File: config.mk
export PLATFORM = sky130hd
export DESIGN_NAME = http_header_field_parser_core
export DESIGN_NICKNAME = d
export VERILOG_FILES = /design/src/hdl/hhfp_pkg.sv /design/src/hdl/hhfp_step.sv /design/src/hdl/http_header_field_parser_core.sv
export SDC_FILE = /design/constraint.sdc
export NUM_CORES = 1
export LEC_CHECK = 0
export ABC_CLOCK_PERIOD_IN_PS = 2400
export BUFFER_PORTS_ARGS = -buffer_cell sky130_fd_sc_hd__buf_2
export CORE_MARGIN = 2
export CORE_UTILIZATION = 55
export CTS_BUF_LIST = sky130_fd_sc_hd__clkbuf_4
export CTS_CLUSTER_DIAMETER = 50
export DETAILED_ROUTE_END_ITERATION = 10
export GPL_TIMING_DRIVEN = 0
export HOLD_SLACK_MARGIN = 0.06
export PLACE_DENSITY = 0.75
export RECOVER_POWER = 50
export SETUP_SLACK_MARGIN = 0.05
export SYNTH_ARGS = -nofsm -noshare
export SYNTH_HDL_FRONTEND = slang
export SYNTH_SLANG_ARGS = --single-unit
File: constraint.sdc
create_clock -name clk -period 2.4 [get_ports clk]
set_input_delay 0.48 -clock clk [delete_from_list [all_inputs] [get_ports clk]]
set_output_delay 0.48 -clock clk [all_outputs]
set_load 0.005 [all_outputs]
File: src/hdl/hhfp_pkg.sv
// ----------------------------------------------------------------------------
// hhfp_pkg
// Types, byte codes and character classes for the HTTP header field parser.
// ----------------------------------------------------------------------------
package hhfp_pkg;

  localparam int unsigned CntW = 16;

  localparam logic [7:0] ChCr    = 8'h0D;
  localparam logic [7:0] ChLf    = 8'h0A;
  localparam logic [7:0] ChColon = 8'h3A;
  localparam logic [7:0] ChNul   = 8'h00;
  localparam logic [7:0] ChSpace = 8'h20;
  localparam logic [7:0] ChTab   = 8'h09;

  localparam logic [CntW-1:0] MaxBytesReset = 16'd8192;
  localparam logic [CntW-1:0] CountMax      = 16'hFFFF;

  typedef enum logic [2:0] {
    KIND_SKIP  = 3'd0,
    KIND_NAME  = 3'd1,
    KIND_NEND  = 3'd2,
    KIND_VAL   = 3'd3,
    KIND_VEND  = 3'd4,
    KIND_DONE  = 3'd5,
    KIND_BAD   = 3'd6,
    KIND_LARGE = 3'd7
  } kind_t;

  typedef enum logic [2:0] {
    ST_START    = 3'd0,
    ST_NAME     = 3'd1,
    ST_VSTART   = 3'd2,
    ST_VALUE    = 3'd3,
    ST_CR_START = 3'd4,
    ST_CR_VALUE = 3'd5,
    ST_DONE     = 3'd6
  } pstate_t;

  typedef enum logic [1:0] {
    ERR_NONE  = 2'd0,
    ERR_BAD   = 2'd1,
    ERR_LARGE = 2'd2
  } err_t;

  typedef struct packed {
    pstate_t         state;
    logic [CntW-1:0] byte_count;
    logic [CntW-1:0] value_count;
    logic [CntW-1:0] trimmed_count;
    err_t            err;
  } ctx_t;

  typedef struct packed {
    kind_t           kind;
    logic [7:0]      data_byte;
    logic [CntW-1:0] value_length;
  } result_t;

  function automatic logic is_ws(input logic [7:0] b);
    return (b == ChSpace) || (b == ChTab);
  endfunction

  function automatic logic is_vchar(input logic [7:0] b);
    return (b >= 8'h21) && (b <= 8'h7E);
  endfunction

  function automatic logic is_tchar(input logic [7:0] b);
    logic alnum;
    logic punct;
    alnum = ((b >= 8'h30) && (b <= 8'h39)) || ((b >= 8'h61) && (b <= 8'h7A)) ||
            ((b >= 8'h41) && (b <= 8'h5A));
    punct = (b == 8'h21) || (b == 8'h23) || (b == 8'h24) || (b == 8'h25) ||
            (b == 8'h26) || (b == 8'h27) || (b == 8'h2A) || (b == 8'h2B) ||
            (b == 8'h2D) || (b == 8'h2E) || (b == 8'h5E) || (b == 8'h5F) ||
            (b == 8'h60) || (b == 8'h7C) || (b == 8'h7E);
    return alnum || punct;
  endfunction

endpackage

File: src/hdl/hhfp_step.sv
// ----------------------------------------------------------------------------
// hhfp_step
// Per-byte parser logic: next context and tagged result for one header byte.
// ----------------------------------------------------------------------------
module hhfp_step (
  input  logic [7:0]              byte_in,
  input  logic [15:0]             max_bytes,
  input  hhfp_pkg::ctx_t          ctx_cur,
  output hhfp_pkg::ctx_t          ctx_nxt,
  output hhfp_pkg::result_t       res
);
  import hhfp_pkg::*;

  logic            nz;
  logic [CntW-1:0] vcount_inc;

  assign nz         = (byte_in != ChNul);
  assign vcount_inc = (ctx_cur.value_count != CountMax) ?
                      ctx_cur.value_count + 16'd1 : ctx_cur.value_count;

  always_comb begin
    ctx_nxt = ctx_cur;
    res.kind         = KIND_SKIP;
    res.data_byte    = 8'h00;
    res.value_length = '0;

    priority if (ctx_cur.err == ERR_BAD) begin
      res.kind = KIND_BAD;
    end else if (ctx_cur.err == ERR_LARGE) begin
      res.kind = KIND_LARGE;
    end else if (ctx_cur.state == ST_DONE) begin
      res.kind = KIND_DONE;
    end else if (nz && (ctx_cur.byte_count >= max_bytes)) begin
      ctx_nxt.err = ERR_LARGE;
      res.kind    = KIND_LARGE;
    end else begin
      if (nz) begin
        ctx_nxt.byte_count = ctx_cur.byte_count + 16'd1;
      end
      unique case (ctx_cur.state)
        ST_START: begin
          if (!nz || byte_in == ChLf) begin
            ctx_nxt.state = ST_DONE;
            res.kind      = KIND_DONE;
          end else if (byte_in == ChCr) begin
            ctx_nxt.state = ST_CR_START;
          end else if (is_tchar(byte_in)) begin
            ctx_nxt.state = ST_NAME;
            res.kind      = KIND_NAME;
            res.data_byte = byte_in;
          end else begin
            ctx_nxt.err = ERR_BAD;
            res.kind    = KIND_BAD;
          end
        end
        ST_NAME: begin
          // A zero byte inside a name is dropped without effect.
          if (!nz) begin
            res.kind = KIND_SKIP;
          end else if (byte_in == ChColon) begin
            ctx_nxt.state         = ST_VSTART;
            ctx_nxt.value_count   = '0;
            ctx_nxt.trimmed_count = '0;
            res.kind              = KIND_NEND;
          end else if (is_tchar(byte_in)) begin
            res.kind      = KIND_NAME;
            res.data_byte = byte_in;
          end else begin
            ctx_nxt.err = ERR_BAD;
            res.kind    = KIND_BAD;
          end
        end
        ST_VSTART, ST_VALUE: begin
          if (!nz) begin
            ctx_nxt.state    = ST_DONE;
            res.kind         = KIND_VEND;
            res.value_length = ctx_cur.trimmed_count;
          end else if (byte_in == ChLf) begin
            ctx_nxt.state    = ST_START;
            res.kind         = KIND_VEND;
            res.value_length = ctx_cur.trimmed_count;
          end else if (byte_in == ChCr) begin
            ctx_nxt.state = ST_CR_VALUE;
          end else if (ctx_cur.state == ST_VSTART) begin
            // Leading whitespace is skipped; any other byte opens the value.
            if (!is_ws(byte_in)) begin
              ctx_nxt.state         = ST_VALUE;
              ctx_nxt.value_count   = vcount_inc;
              ctx_nxt.trimmed_count = vcount_inc;
              res.kind              = KIND_VAL;
              res.data_byte         = byte_in;
            end
          end else if (is_vchar(byte_in) || is_ws(byte_in)) begin
            ctx_nxt.value_count = vcount_inc;
            if (!is_ws(byte_in)) begin
              ctx_nxt.trimmed_count = vcount_inc;
            end
            res.kind      = KIND_VAL;
            res.data_byte = byte_in;
          end else begin
            ctx_nxt.err = ERR_BAD;
            res.kind    = KIND_BAD;
          end
        end
        ST_CR_START: begin
          if (byte_in == ChLf) begin
            ctx_nxt.state = ST_DONE;
            res.kind      = KIND_DONE;
          end else begin
            ctx_nxt.err = ERR_BAD;
            res.kind    = KIND_BAD;
          end
        end
        ST_CR_VALUE: begin
          if (byte_in == ChLf) begin
            ctx_nxt.state    = ST_START;
            res.kind         = KIND_VEND;
            res.value_length = ctx_cur.trimmed_count;
          end else begin
            ctx_nxt.err = ERR_BAD;
            res.kind    = KIND_BAD;
          end
        end
        default: begin
          ctx_nxt.state = ST_DONE;
          res.kind      = KIND_DONE;
        end
      endcase
    end
  end

endmodule

File: src/hdl/http_header_field_parser_core.sv
// ----------------------------------------------------------------------------
// http_header_field_parser_core
// Byte-serial HTTP header field tokenizer with one tagged result per byte.
// ----------------------------------------------------------------------------
// One header byte is taken per beat and one result beat comes back for each,
// in order. The block sustains one byte per clock while the output is not
// stalled: a byte is first held in an input register, then the parser step and
// the context update run combinationally into the result register, which
// presents the result on the port until it is taken. The input side keeps
// accepting while a result waits, as long as the result register empties or
// the input register is free. The user must write the byte limit through the
// cfg port only while no byte is in flight; the block does not enforce this.
// The limit resets to 8192. Errors stick until reset.
module http_header_field_parser_core (
  input  logic                  clk,
  input  logic                  rst_n,
  input  logic                  in_valid,
  output logic                  in_ready,
  input  logic [7:0]            in_byte,
  output logic                  out_valid,
  input  logic                  out_ready,
  output hhfp_pkg::kind_t       out_kind,
  output logic [7:0]            out_data_byte,
  output logic [15:0]           out_value_length,
  input  logic                  cfg_valid,
  output logic                  cfg_ready,
  input  logic [15:0]           cfg_max_header_bytes
);
  import hhfp_pkg::*;

  logic            s1_valid_r;
  logic [7:0]      s1_byte_r;
  logic            out_valid_r;
  result_t         res_r;
  result_t         res_nxt;
  ctx_t            ctx_r;
  ctx_t            ctx_nxt;
  logic [CntW-1:0] max_bytes_r;
  logic            advance;
  logic            in_fire;

  assign advance  = s1_valid_r && (!out_valid_r || out_ready);
  assign in_ready = !s1_valid_r || advance;
  assign in_fire  = in_valid && in_ready;
  assign cfg_ready = 1'b1;

  hhfp_step u_step (
    .byte_in   (s1_byte_r),
    .max_bytes (max_bytes_r),
    .ctx_cur   (ctx_r),
    .ctx_nxt   (ctx_nxt),
    .res       (res_nxt)
  );

  always_ff @(posedge clk) begin
    if (!rst_n) begin
      s1_valid_r  <= 1'b0;
      out_valid_r <= 1'b0;
      max_bytes_r <= MaxBytesReset;
      ctx_r.state         <= ST_START;
      ctx_r.byte_count    <= '0;
      ctx_r.value_count   <= '0;
      ctx_r.trimmed_count <= '0;
      ctx_r.err           <= ERR_NONE;
    end else begin
      if (in_fire) begin
        s1_valid_r <= 1'b1;
      end else if (advance) begin
        s1_valid_r <= 1'b0;
      end
      if (advance) begin
        out_valid_r <= 1'b1;
        ctx_r       <= ctx_nxt;
      end else if (out_ready) begin
        out_valid_r <= 1'b0;
      end
      if (cfg_valid) begin
        max_bytes_r <= cfg_max_header_bytes;
      end
    end
  end

  // Payload registers carry no reset.
  always_ff @(posedge clk) begin
    if (in_fire) begin
      s1_byte_r <= in_byte;
    end
    if (advance) begin
      res_r <= res_nxt;
    end
  end

  assign out_valid        = out_valid_r;
  assign out_kind         = res_r.kind;
  assign out_data_byte    = res_r.data_byte;
  assign out_value_length = res_r.value_length;

endmodule

==> After elaboration in Yosys (flattened, before gate mapping) <==
Index checks and enable logic that the tools add are counted.
Widths: inputs -> output; s select.
{ "classes": {"add_sub_neg": 2, "n_lt_le_gt_ge": 9, "n_eq_ne": 52, "n_mux": 65, "n_bitwise": 4, "reduce_logical": 47} }
{ "ops": {"columns": ["op", "n"], "rows": [
  ["$mux 34", 4],
  ["$mux 32", 4],
  ["$eq 8x6->1 const B", 12],
  ["$mux 16", 4],
  ["$pmux 32 s2", 1],
  ["$mux 3", 19],
  ["$mux 8", 7],
  ["$eq 8x7->1 const B", 5],
  ["$mux 11", 3],
  ["$add 16x1->16 const B", 2],
  ["$pmux 16 s2", 1],
  ["$pmux 3 s5", 2],
  ["$reduce_and 13->1", 2],
  ["$eq 8x4->1 const B", 3],
  ["$le 8x7->1 const B", 3],
  ["$mux 2", 12],
  ["$ne 3x2->1 const B", 8],
  ["$pmux 8 s3", 1],
  ["$logic_or 1x1->1", 22],
  ["$ge 16x16->1", 1],
  ["$ge 8x6->1 const B", 2],
  ["$ge 8x7->1 const B", 2],
  ["$ne 16x16->1 const B", 1],
  ["$reduce_and 15->1", 1],
  ["26 further kinds", 57]
]} }
{ "totals": {"register_bits": 106, "input_bits": 29, "output_inout_bits": 30, "wordCells": 193} }

==> Depth between registers and ports, before layout <==
Gate-level depths: netlist (run 1).
{ "depth": {"word_depth": 23, "ltp_mapped": 11, "mapped_depth_nobuf": 9} }

==> Modules after synthesis <==
A second synthesis (run 1) with hierarchy kept.
{ "hier_totals": {"cells_unflattened": 723, "area_unflattened_um2": 6601.3} }
{ "by_module_without_submodules": {"columns": ["module", "instances", "cells_each", "area_each_um2", "seq_area_each_um2"], "rows": [
  ["http_header_field_parser_core", 1, 328, 3926.3, 2472.4],
  ["hhfp_step", 1, 395, 2675.1, 0.0]
]} }

==> Worst setup path after synthesis (run 1) <==
Ideal clock, no wire load.
{ "synth_timing": {"kind": "reg2reg", "startpoint": "reg max_bytes_r[15]", "endpoint": "reg res_r (netlist bit out_value_length[10]) (data pin)", "setup_ps": 255, "t_arrival_ps": 2249, "t_required_ps": 2145, "slack_ps": -104, "path_stages_with_launch": 11, "path_buffers": 1, "period_less_slack_ps": 2504, "cell_sequence": "dfxtp_1 inv_1 ha_1 nand2_1 nor3_1 or4b_4 a31oi_4 or2_4 nor3_4 buf_6 and2_1"} }
{ "synth_via": {"elab_chain_cells": 3} }
{ "synth_lines": {"columns": ["element", "line_no", "text"], "rows": [
  ["from (decl)", "http_header_field_parser_core.sv:38", "logic [CntW-1:0] max_bytes_r;"],
  ["from (signal assigned)", "http_header_field_parser_core.sv:59", "max_bytes_r <= MaxBytesReset;"],
  ["from (signal assigned)", "http_header_field_parser_core.sv:78", "max_bytes_r <= cfg_max_header_bytes;"],
  ["$ge 16x16->1", "hhfp_step.sv:33", "end else if (nz && (ctx_cur.byte_count >= max_bytes)) begin"],
  ["$logic_and 1x1->1", "hhfp_step.sv:33", null],
  ["$reduce_or 4->1 (no line)", null, null],
  ["to (signal assigned)", "http_header_field_parser_core.sv:89", "res_r <= res_nxt;"],
  ["to (decl)", "http_header_field_parser_core.sv:34", "result_t res_r;"]
]} }
Every way passes these cells.
A chain may end at the register's enable or synchronous reset.

==> Worst setup path in the final report (run 1) <==
{ "layout_timing": {"startpoint": "reg ctx_r[43] in the netlist's numbering", "endpoint": "reg res_r (netlist bit out_value_length[8]) (data pin)"} }
{ "layout_via": {"elab_chain_cells": 3} }
{ "layout_lines": {"columns": ["element", "line_no", "text"], "rows": [
  ["from (decl)", "http_header_field_parser_core.sv:36", "ctx_t ctx_r;"],
  ["from (signal assigned)", "http_header_field_parser_core.sv:73", "ctx_r <= ctx_nxt;"],
  ["$ge 16x16->1", "hhfp_step.sv:33", null],
  ["$logic_and 1x1->1", "hhfp_step.sv:33", null],
  ["$reduce_or 4->1 (no line)", null, null]
]} }
Every way passes these cells.

==> impl_metrics.yaml, run 1 <==
placed_design:
  port_buffers: 56
  finalWeightedCongestion: 0.908
  place_ws_ps: -392
  dp_hpwl_um: 9220
power_and_ir_drop:
  peakVddDrop_mv: 0.346
  power.internal_mw: 2.40
  pwr_density_cell_nw_per_um2: 466
  switching_share: 0.291
  p_clk_frac: 0.273
  total_power_mw: 3.38
  seqPwrFrac: 0.575
  combPwrFrac: 0.153
  leakagePower_nw: 2.98
  switchingPower_mw: 0.985
critical_path:
  cp-start-kind: "flop"
  crit_chain: "ha_4 > a211oi_2 > o21ai_1 > a221oi_2 > buf_4 > a31oi_4 > buf_12 > or2_4 > nor3_4 > buf_6 > and2_4"
  arrival_ps: 3010
  endpoint: "out_value_length[8]$_SDFFCE_PN0P_"
  crit_type: "flop to flop"
  end_kind: "flop"
  max_stage_delay_ps: 400
  reg2reg_from: "ctx_r[43]$_SDFFE_PN0P_"
  cp_slowest_cell: "dfxtp_4"
  cp_max_fo: 6
  worst_ep_required_time_ps: 2780
  r2r_cells: 11
  worstSetupStartpoint: "ctx_r[43]$_SDFFE_PN0P_"
  rr_endpoint: "out_value_length[8]$_SDFFCE_PN0P_"
  rrSetupSlack_ps: -230
yosys:
  synth-edff-count: 35
  syn_nets: 661
  yosysSeqAreaShare: 0.426
  ys.flop_type: "dfxtp_1"
  async_flop_share: 0
  synth_seq_cells: 106
  synthCells: 608
  yosys.cell_types.count: 72
  syn-mean-instance-area_um2: 9.54
  synth_area_um2: 5800
  yosys_warnings: 0
route:
  met3WireLength_um: 938
  highest_layer: "met4"
  dr.pass1.iters: 5
  via_per_inst: 5.72
  wl_per_cell_um: 16.4
  ant_nets: 0
  drcViolationCount: 0
  vias: 4935
  routed_wl_um: 14200
  wl_met1_um: 5940
  met2_length_um: 6920
  drt_iter0_drc: 413
cells_and_area:
  area_growth_pct: 25.1
  nets: 775
  num-fill-cells: 789
  fin_util: 0.706
  antenna_cells: 0
  drive_above_1_share: 0.319
floorplanning:
  core_um2: 10300
  die_w_um: 107
  die_h_um: 107
  num_rows: 37
  die-area_um2: 11400
  start_util: 0.564
  pin_count: 59
timing:
  tightest_slew_ps: 995
  slew_headroom: 0.336
  layout_worst_path_cycle_share: 1.09
  fin_ws_ps: -228
  max_freq_mhz: 381
  slew_violations: 0
  final.setup.tns_ps: -10480
  period_minus_slack_ps: 2630
  finClkSkew_ps: 30.0
  rsz0062_at_grt: "true"
  hold_violations: 0
  finalSetupViolCount: 76
run_status:
  violations: "setup timing"
  outcome: "complete, but fails checks"
job:
  maxCapViolCount: 0
clock_network:
  clock_sinks: 106
  h-tree-depth: 3
  cts_inserted_buffers: 9
  insertion_delay_ps: 500
  clk_pin_slew_ps: 180
  clock_path_buffers: 2
  tritoncts: "done"
  cts_root_buf: "clkbuf_4"
grt:
  track_usage: 0.251
  grt_max_degree: 29
  grt_pass1_vias: 4798
  grt_antenna_before_repair: 0
  grt_first_pass_wirelength_um: 22700
  overflow: 0
worst_hold_path:
  min_path_type: "primary input to flop"
==> worst min path at each step <==
stage / startpoint / end / slack (ps) / depth (start not counted)
finish: in_byte[4] / s1_byte_r[4]$_DFFE_PP_ / 160 / 1
global route: in_byte[4] / s1_byte_r[4]$_DFFE_PP_ / 130 / 1
CTS: in_byte[4] / s1_byte_r[4]$_DFFE_PP_ / 140 / 1
detailed placement: ctx_r[7]$_SDFFE_PN0P_ / ctx_r[7]$_SDFFE_PN0P_ / 450 / 2
global placement: ctx_r[12]$_SDFFE_PN0P_ / ctx_r[12]$_SDFFE_PN0P_ / 440 / 2
floorplan: ctx_r[2]$_SDFFE_PN0P_ / ctx_r[2]$_SDFFE_PN0P_ / 430 / 2
==> critical path: cells and delay by family (launching register included) <==
family | cells | cell delay [ps]
adder cells (fa/ha/maj) | 1 | 240
AND/OR/NAND/NOR | 3 | 730
buffers and inverters | 3 | 500
AO/OA/AOI/OAI | 4 | 640
flip-flops | 1 | 400
==> power groups by stage <==
stage	logic, mW	registers, mW	clock network, mW
floorplan	0.268	1.98	0
global placement	0.383	1.98	0
detailed placement	0.390	1.98	0
CTS	0.457	1.94	0.935
global route	0.559	1.95	1.01
finish	0.516	1.94	0.923
==> stage by stage <==
stage / std cells / cell area [µm²] / hold WS (ps)
2_1_floorplan: 608 / 5830 / 433
3_3_place_gp: 800 / 6280 / 444
3_5_place_dp: 800 / 6280 / 450
4_1_cts: 849 / 6890 / 143
5_1_grt: 863 / 7250 / 135
6_report: 863 / 7250 / 165
==> logic make-up (layout without fill, tap and decap cells) <==
logic type / after synthesis / after routing / share of synthesized area
AND/OR/NAND/NOR: 262 / 262 / 0.249
flip-flops: 106 / 106 / 0.426
adder cells (fa/ha/maj): 24 / 24 / 0.0518
XOR/XNOR: 21 / 21 / 0.0317
other: 1 / 1 / 0.000647
AO/OA/AOI/OAI: 89 / 89 / 0.111
buffers and inverters: 61 / 180 / 0.0529
multiplexers: 44 / 44 / 0.0768
==> cell usage in the layout, fill, tap and decap left out, drive strengths merged, types with 6 or more instances in the layout <==
| cell | Yosys | layout |
|---|---|---|
| buf | 17 | 115 |
| nand2 | 75 | 75 |
| dfxtp | 71 | 71 |
| mux2i | 40 | 40 |
| and2 | 39 | 39 |
| edfxtp | 35 | 35 |
| inv | 28 | 31 |
| clkbuf | 16 | 30 |
| nand3 | 25 | 25 |
| ha | 24 | 24 |
| o21ai | 24 | 24 |
| nor3 | 22 | 22 |
| nor2b | 21 | 21 |
| nor2 | 20 | 20 |
| xor2 | 16 | 16 |
| a21oi | 13 | 13 |
| and3 | 12 | 12 |
| o211ai | 10 | 10 |
| nand4 | 8 | 8 |
| nand2b | 8 | 8 |
| or3 | 8 | 8 |
| a21boi | 7 | 7 |
| nor4 | 6 | 6 |
==> cells in the mapped netlist (2+ instances only) <==
library cell	instances	share of area
o32ai_1	2	0.0030
nor3_2	2	0.0035
nor3_4	2	0.0056
ha_1	24	0.052
nand4_1	7	0.0076
and3b_1	3	0.0045
nor4_1	6	0.0065
inv_1	28	0.018
buf_4	2	0.0026
mux2i_1	40	0.069
xnor2_1	5	0.0076
nor2b_1	21	0.023
buf_2	7	0.0060
a21boi_0	6	0.0078
o21ai_1	5	0.0043
buf_6	6	0.012
or3_1	8	0.0086
a21o_1	2	0.0026
o21ai_0	19	0.016
dfxtp_1	71	0.25
a21oi_1	12	0.010
and4_1	2	0.0030
nand3_1	25	0.022
mux2_2	3	0.0058
a31oi_1	4	0.0043
nor3b_1	3	0.0039
nor3_1	18	0.016
nor2_1	19	0.012
and3_1	12	0.013
clkbuf_1	16	0.010
o21a_1	3	0.0039
xor2_1	16	0.024
and2_1	39	0.042
nand2_1	75	0.049
a211oi_1	5	0.0065
o211ai_1	10	0.013
nand3b_1	3	0.0039
nand2b_1	8	0.0086
a221o_1	2	0.0035
edfxtp_1	35	0.18
==> layer usage <==
metal,up-vias,global-route usage
li1,2380,-
met1,2316,0.323
met2,205,0.412
met3,34,0.0383
met4,0,0.122
met5,-,0
==> state kept, by name, indices dropped and copies added, names as in the netlist <==
register / count
out_data_byte: 8
out_kind: 3
ctx_r: 53
out_valid: 1
s1_valid_r: 1
s1_byte_r: 8
max_bytes_r: 16
out_value_length: 16
==> final cells by class <==
| cell class | instances | area (µm²) | area share |
|---|---|---|---|
| Buffer | 33 | 225 | 0.0310 |
| Timing Repair Buffer | 103 | 722 | 0.0995 |
| Clock inverter | 7 | 71.3 | 0.00983 |
| Multi-Input combinational cell | 441 | 3400 | 0.469 |
| Sequential cell | 106 | 2490 | 0.343 |
| Clock buffer | 9 | 67.6 | 0.00931 |
| Tap cell | 136 | 170 | 0.0235 |
| Inverter | 28 | 105 | 0.0145 |
==> what timing repair did <==
action,in CTS,in global routing
buffers inserted,30,13
pin swaps,29,30
hold buffers,0,0
cloned,3,1
endpoints found under the setup margin,80,80
resized for setup,57,64
(Power assumes the default switching activity.)
==> inputs of run 2 (changes only) <==
- CELL_PAD_IN_SITES_DETAIL_PLACEMENT: default -> 1
- CELL_PAD_IN_SITES_GLOBAL_PLACEMENT: default -> 1
- CORE_UTILIZATION: 55 -> 43
- PLACE_DENSITY: 0.75 -> 0.76
==> run 2 against run 1 <==
The flow still finishes with violations (setup timing). Core utilization fell by 16 points. Final cell count up 4.4%. Sequential share of layout area increased by 0.51 points. Total power fell by 0.65%. Register-to-register slack lost 40 ps. Critical path type unchanged. Largest cell class unchanged.
==> impl_metrics.yaml, run 2 (synthesis results as in run 1) <==
critical_path:
  cp-start-kind: "flop"
  end_kind: "flop"
  max_stage_delay_ps: 540
  timing.critical_path.buf_inv: 4
  cp_max_fo: 6
  r2r_cells: 12
  worst_ep_required_time_ps: 2820
  crit_chain: "inv_1 > ha_1 > nand2_1 > nor3_2 > or4b_4 > buf_4 > buf_6 > nand4_4 > buf_6 > nor3_2 > xor2_1 > and2_1"
  cp_top_family: "simple AND/OR/NAND/NOR gates"
  rrSetupSlack_ps: -260
  cp_slowest_cell: "or4b_4"
  crit_type: "flop to flop"
  arrival_ps: 3080
  rr_endpoint: "ctx_r[46]$_SDFFE_PN0P_"
  reg2reg_from: "max_bytes_r[15]$_SDFFE_PN0P_"
grt:
  grt_max_degree: 29
  grt_antenna_before_repair: 0
  grt_pass1_vias: 4976
  track_usage: 0.215
  overflow: 0
  grt_first_pass_wirelength_um: 24700
route:
  ant_nets: 0
  vias: 4866
  dr.pass1.iters: 4
  drcViolationCount: 0
  via_per_inst: 5.40
  routed_wl_um: 15200
  drt_iter0_drc: 178
  wl_per_cell_um: 16.9
floorplanning:
  num_rows: 42
  pin_count: 59
  die_w_um: 120
  start_util: 0.440
  core_um2: 13200
  die_h_um: 120
  die-area_um2: 14400
cells_and_area:
  mostFrequentLayoutCells: "nand2_1 (75), dfxtp_1 (56), buf_2 (54), mux2i_1 (40), edfxtp_1 (35)"
  layout_commonest_cell: "nand2_1"
  drive_above_1_share: 0.283
  num-fill-cells: 1517
  antenna_cells: 0
  top_register: "ctx_r"
  area_growth_pct: 23.8
  nets: 773
  largest_reg_flops: 53
  fin_util: 0.544
  instances_no_fill: 901
worst_hold_path:
  holdPathStages: 1
  min_path_type: "primary input to flop"
  min_from: "in_byte[4]"
  min_to: "s1_byte_r[4]$_DFFE_PP_"
clock_network:
  clock_sinks: 106
  clock_path_buffers: 2
  h-tree-depth: 3
  cts_root_buf: "clkbuf_4"
  clk_pin_slew_ps: 190
  ctsHoldBuffers: 0
  cts_inserted_buffers: 9
  insertion_delay_ps: 510
  tritoncts: "done"
power_and_ir_drop:
  pwr_density_cell_nw_per_um2: 468
  leakagePower_nw: 2.96
  peakVddDrop_mv: 0.222
timing:
  hold_violations: 0
  hold_ws_ps: 153
  finClkSkew_ps: 25.0
  period_minus_slack_ps: 2660
  layout_worst_path_cycle_share: 1.11
  slew_headroom: 0.332
  finalSetupViolCount: 74
  tightest_slew_ps: 1000
  max_freq_mhz: 376
  fin_ws_ps: -263
  slew_violations: 0
  rsz0062_at_grt: "true"
placed_design:
  finalWeightedCongestion: 0.837
  place_inst: 840
  dp_hpwl_um: 10500
  port_buffers: 56
  place_ws_ps: -441
run_status:
  violations: "setup timing"
  outcome: "complete, but fails checks"
job:
  maxCapViolCount: 0
## run 2: timing repair
item,CTS,global route
buffers inserted,29,14
pin swaps,19,14
setup endpoints to repair,80,80
gates cloned,2,0
endpoints found under the hold margin,0,0
resized for setup,56,36
## run 2: layout make-up
| class | instances | area (µm²) | share of cell area |
|---|---|---|---|
| inverter | 28 | 105 | 0.0146 |
| clock inverter | 7 | 77.6 | 0.0108 |
| sequential | 106 | 2500 | 0.349 |
| clock buffer | 9 | 67.6 | 0.00941 |
| timing repair buffer | 101 | 694 | 0.0968 |
| buffer | 33 | 229 | 0.0319 |
| multi-input combinational | 441 | 3280 | 0.457 |
| tap | 176 | 220 | 0.0307 |
## run 2: worst max path at each step
stage                     slack, ps                            endpoint  cells past startpoint                         start
after floorplan                 -30  out_value_length[10]$_SDFFCE_PN0P_                     10  max_bytes_r[10]$_SDFFE_PN0P_
after global placement         -370   out_value_length[9]$_SDFFCE_PN0P_                      9        ctx_r[43]$_SDFFE_PN0P_
after detailed placement       -440  out_value_length[11]$_SDFFCE_PN0P_                     10   max_bytes_r[9]$_SDFFE_PN0P_
after CTS                      -290   out_value_length[8]$_SDFFCE_PN0P_                     10  max_bytes_r[11]$_SDFFE_PN0P_
after global routing           -360              ctx_r[16]$_SDFFE_PN0P_                     12   max_bytes_r[8]$_SDFFE_PN0P_
final                          -260              ctx_r[46]$_SDFFE_PN0P_                     12  max_bytes_r[15]$_SDFFE_PN0P_
## run 2: stage by stage
step	setup TNS [ps]	cell area, µm²	power (mW)
global route	-20400	7180	3.52
global placement	-14420	6330	2.36
floorplan	-309	5830	2.25
detailed placement	-18330	6330	2.38
finish	-13910	7180	3.36
CTS	-14240	6950	3.37
## run 2: power breakdown
part           leakage, nW  switching (mW)  internal (mW)
logic                 1.98           0.266          0.221
registers            0.907          0.0257           1.91
clock network       0.0746           0.688          0.246
total                 2.96           0.980           2.38
## run 2: per-layer routing
metal / track usage / part of all wire / vias to the layer above
li1: - / - / 2384
met1: 0.271 / 0.44 / 2362
met2: 0.375 / 0.51 / 93
met3: 0.0285 / 0.027 / 27
met4: 0.0787 / 0.022 / 0
met5: 0 / 0 / -
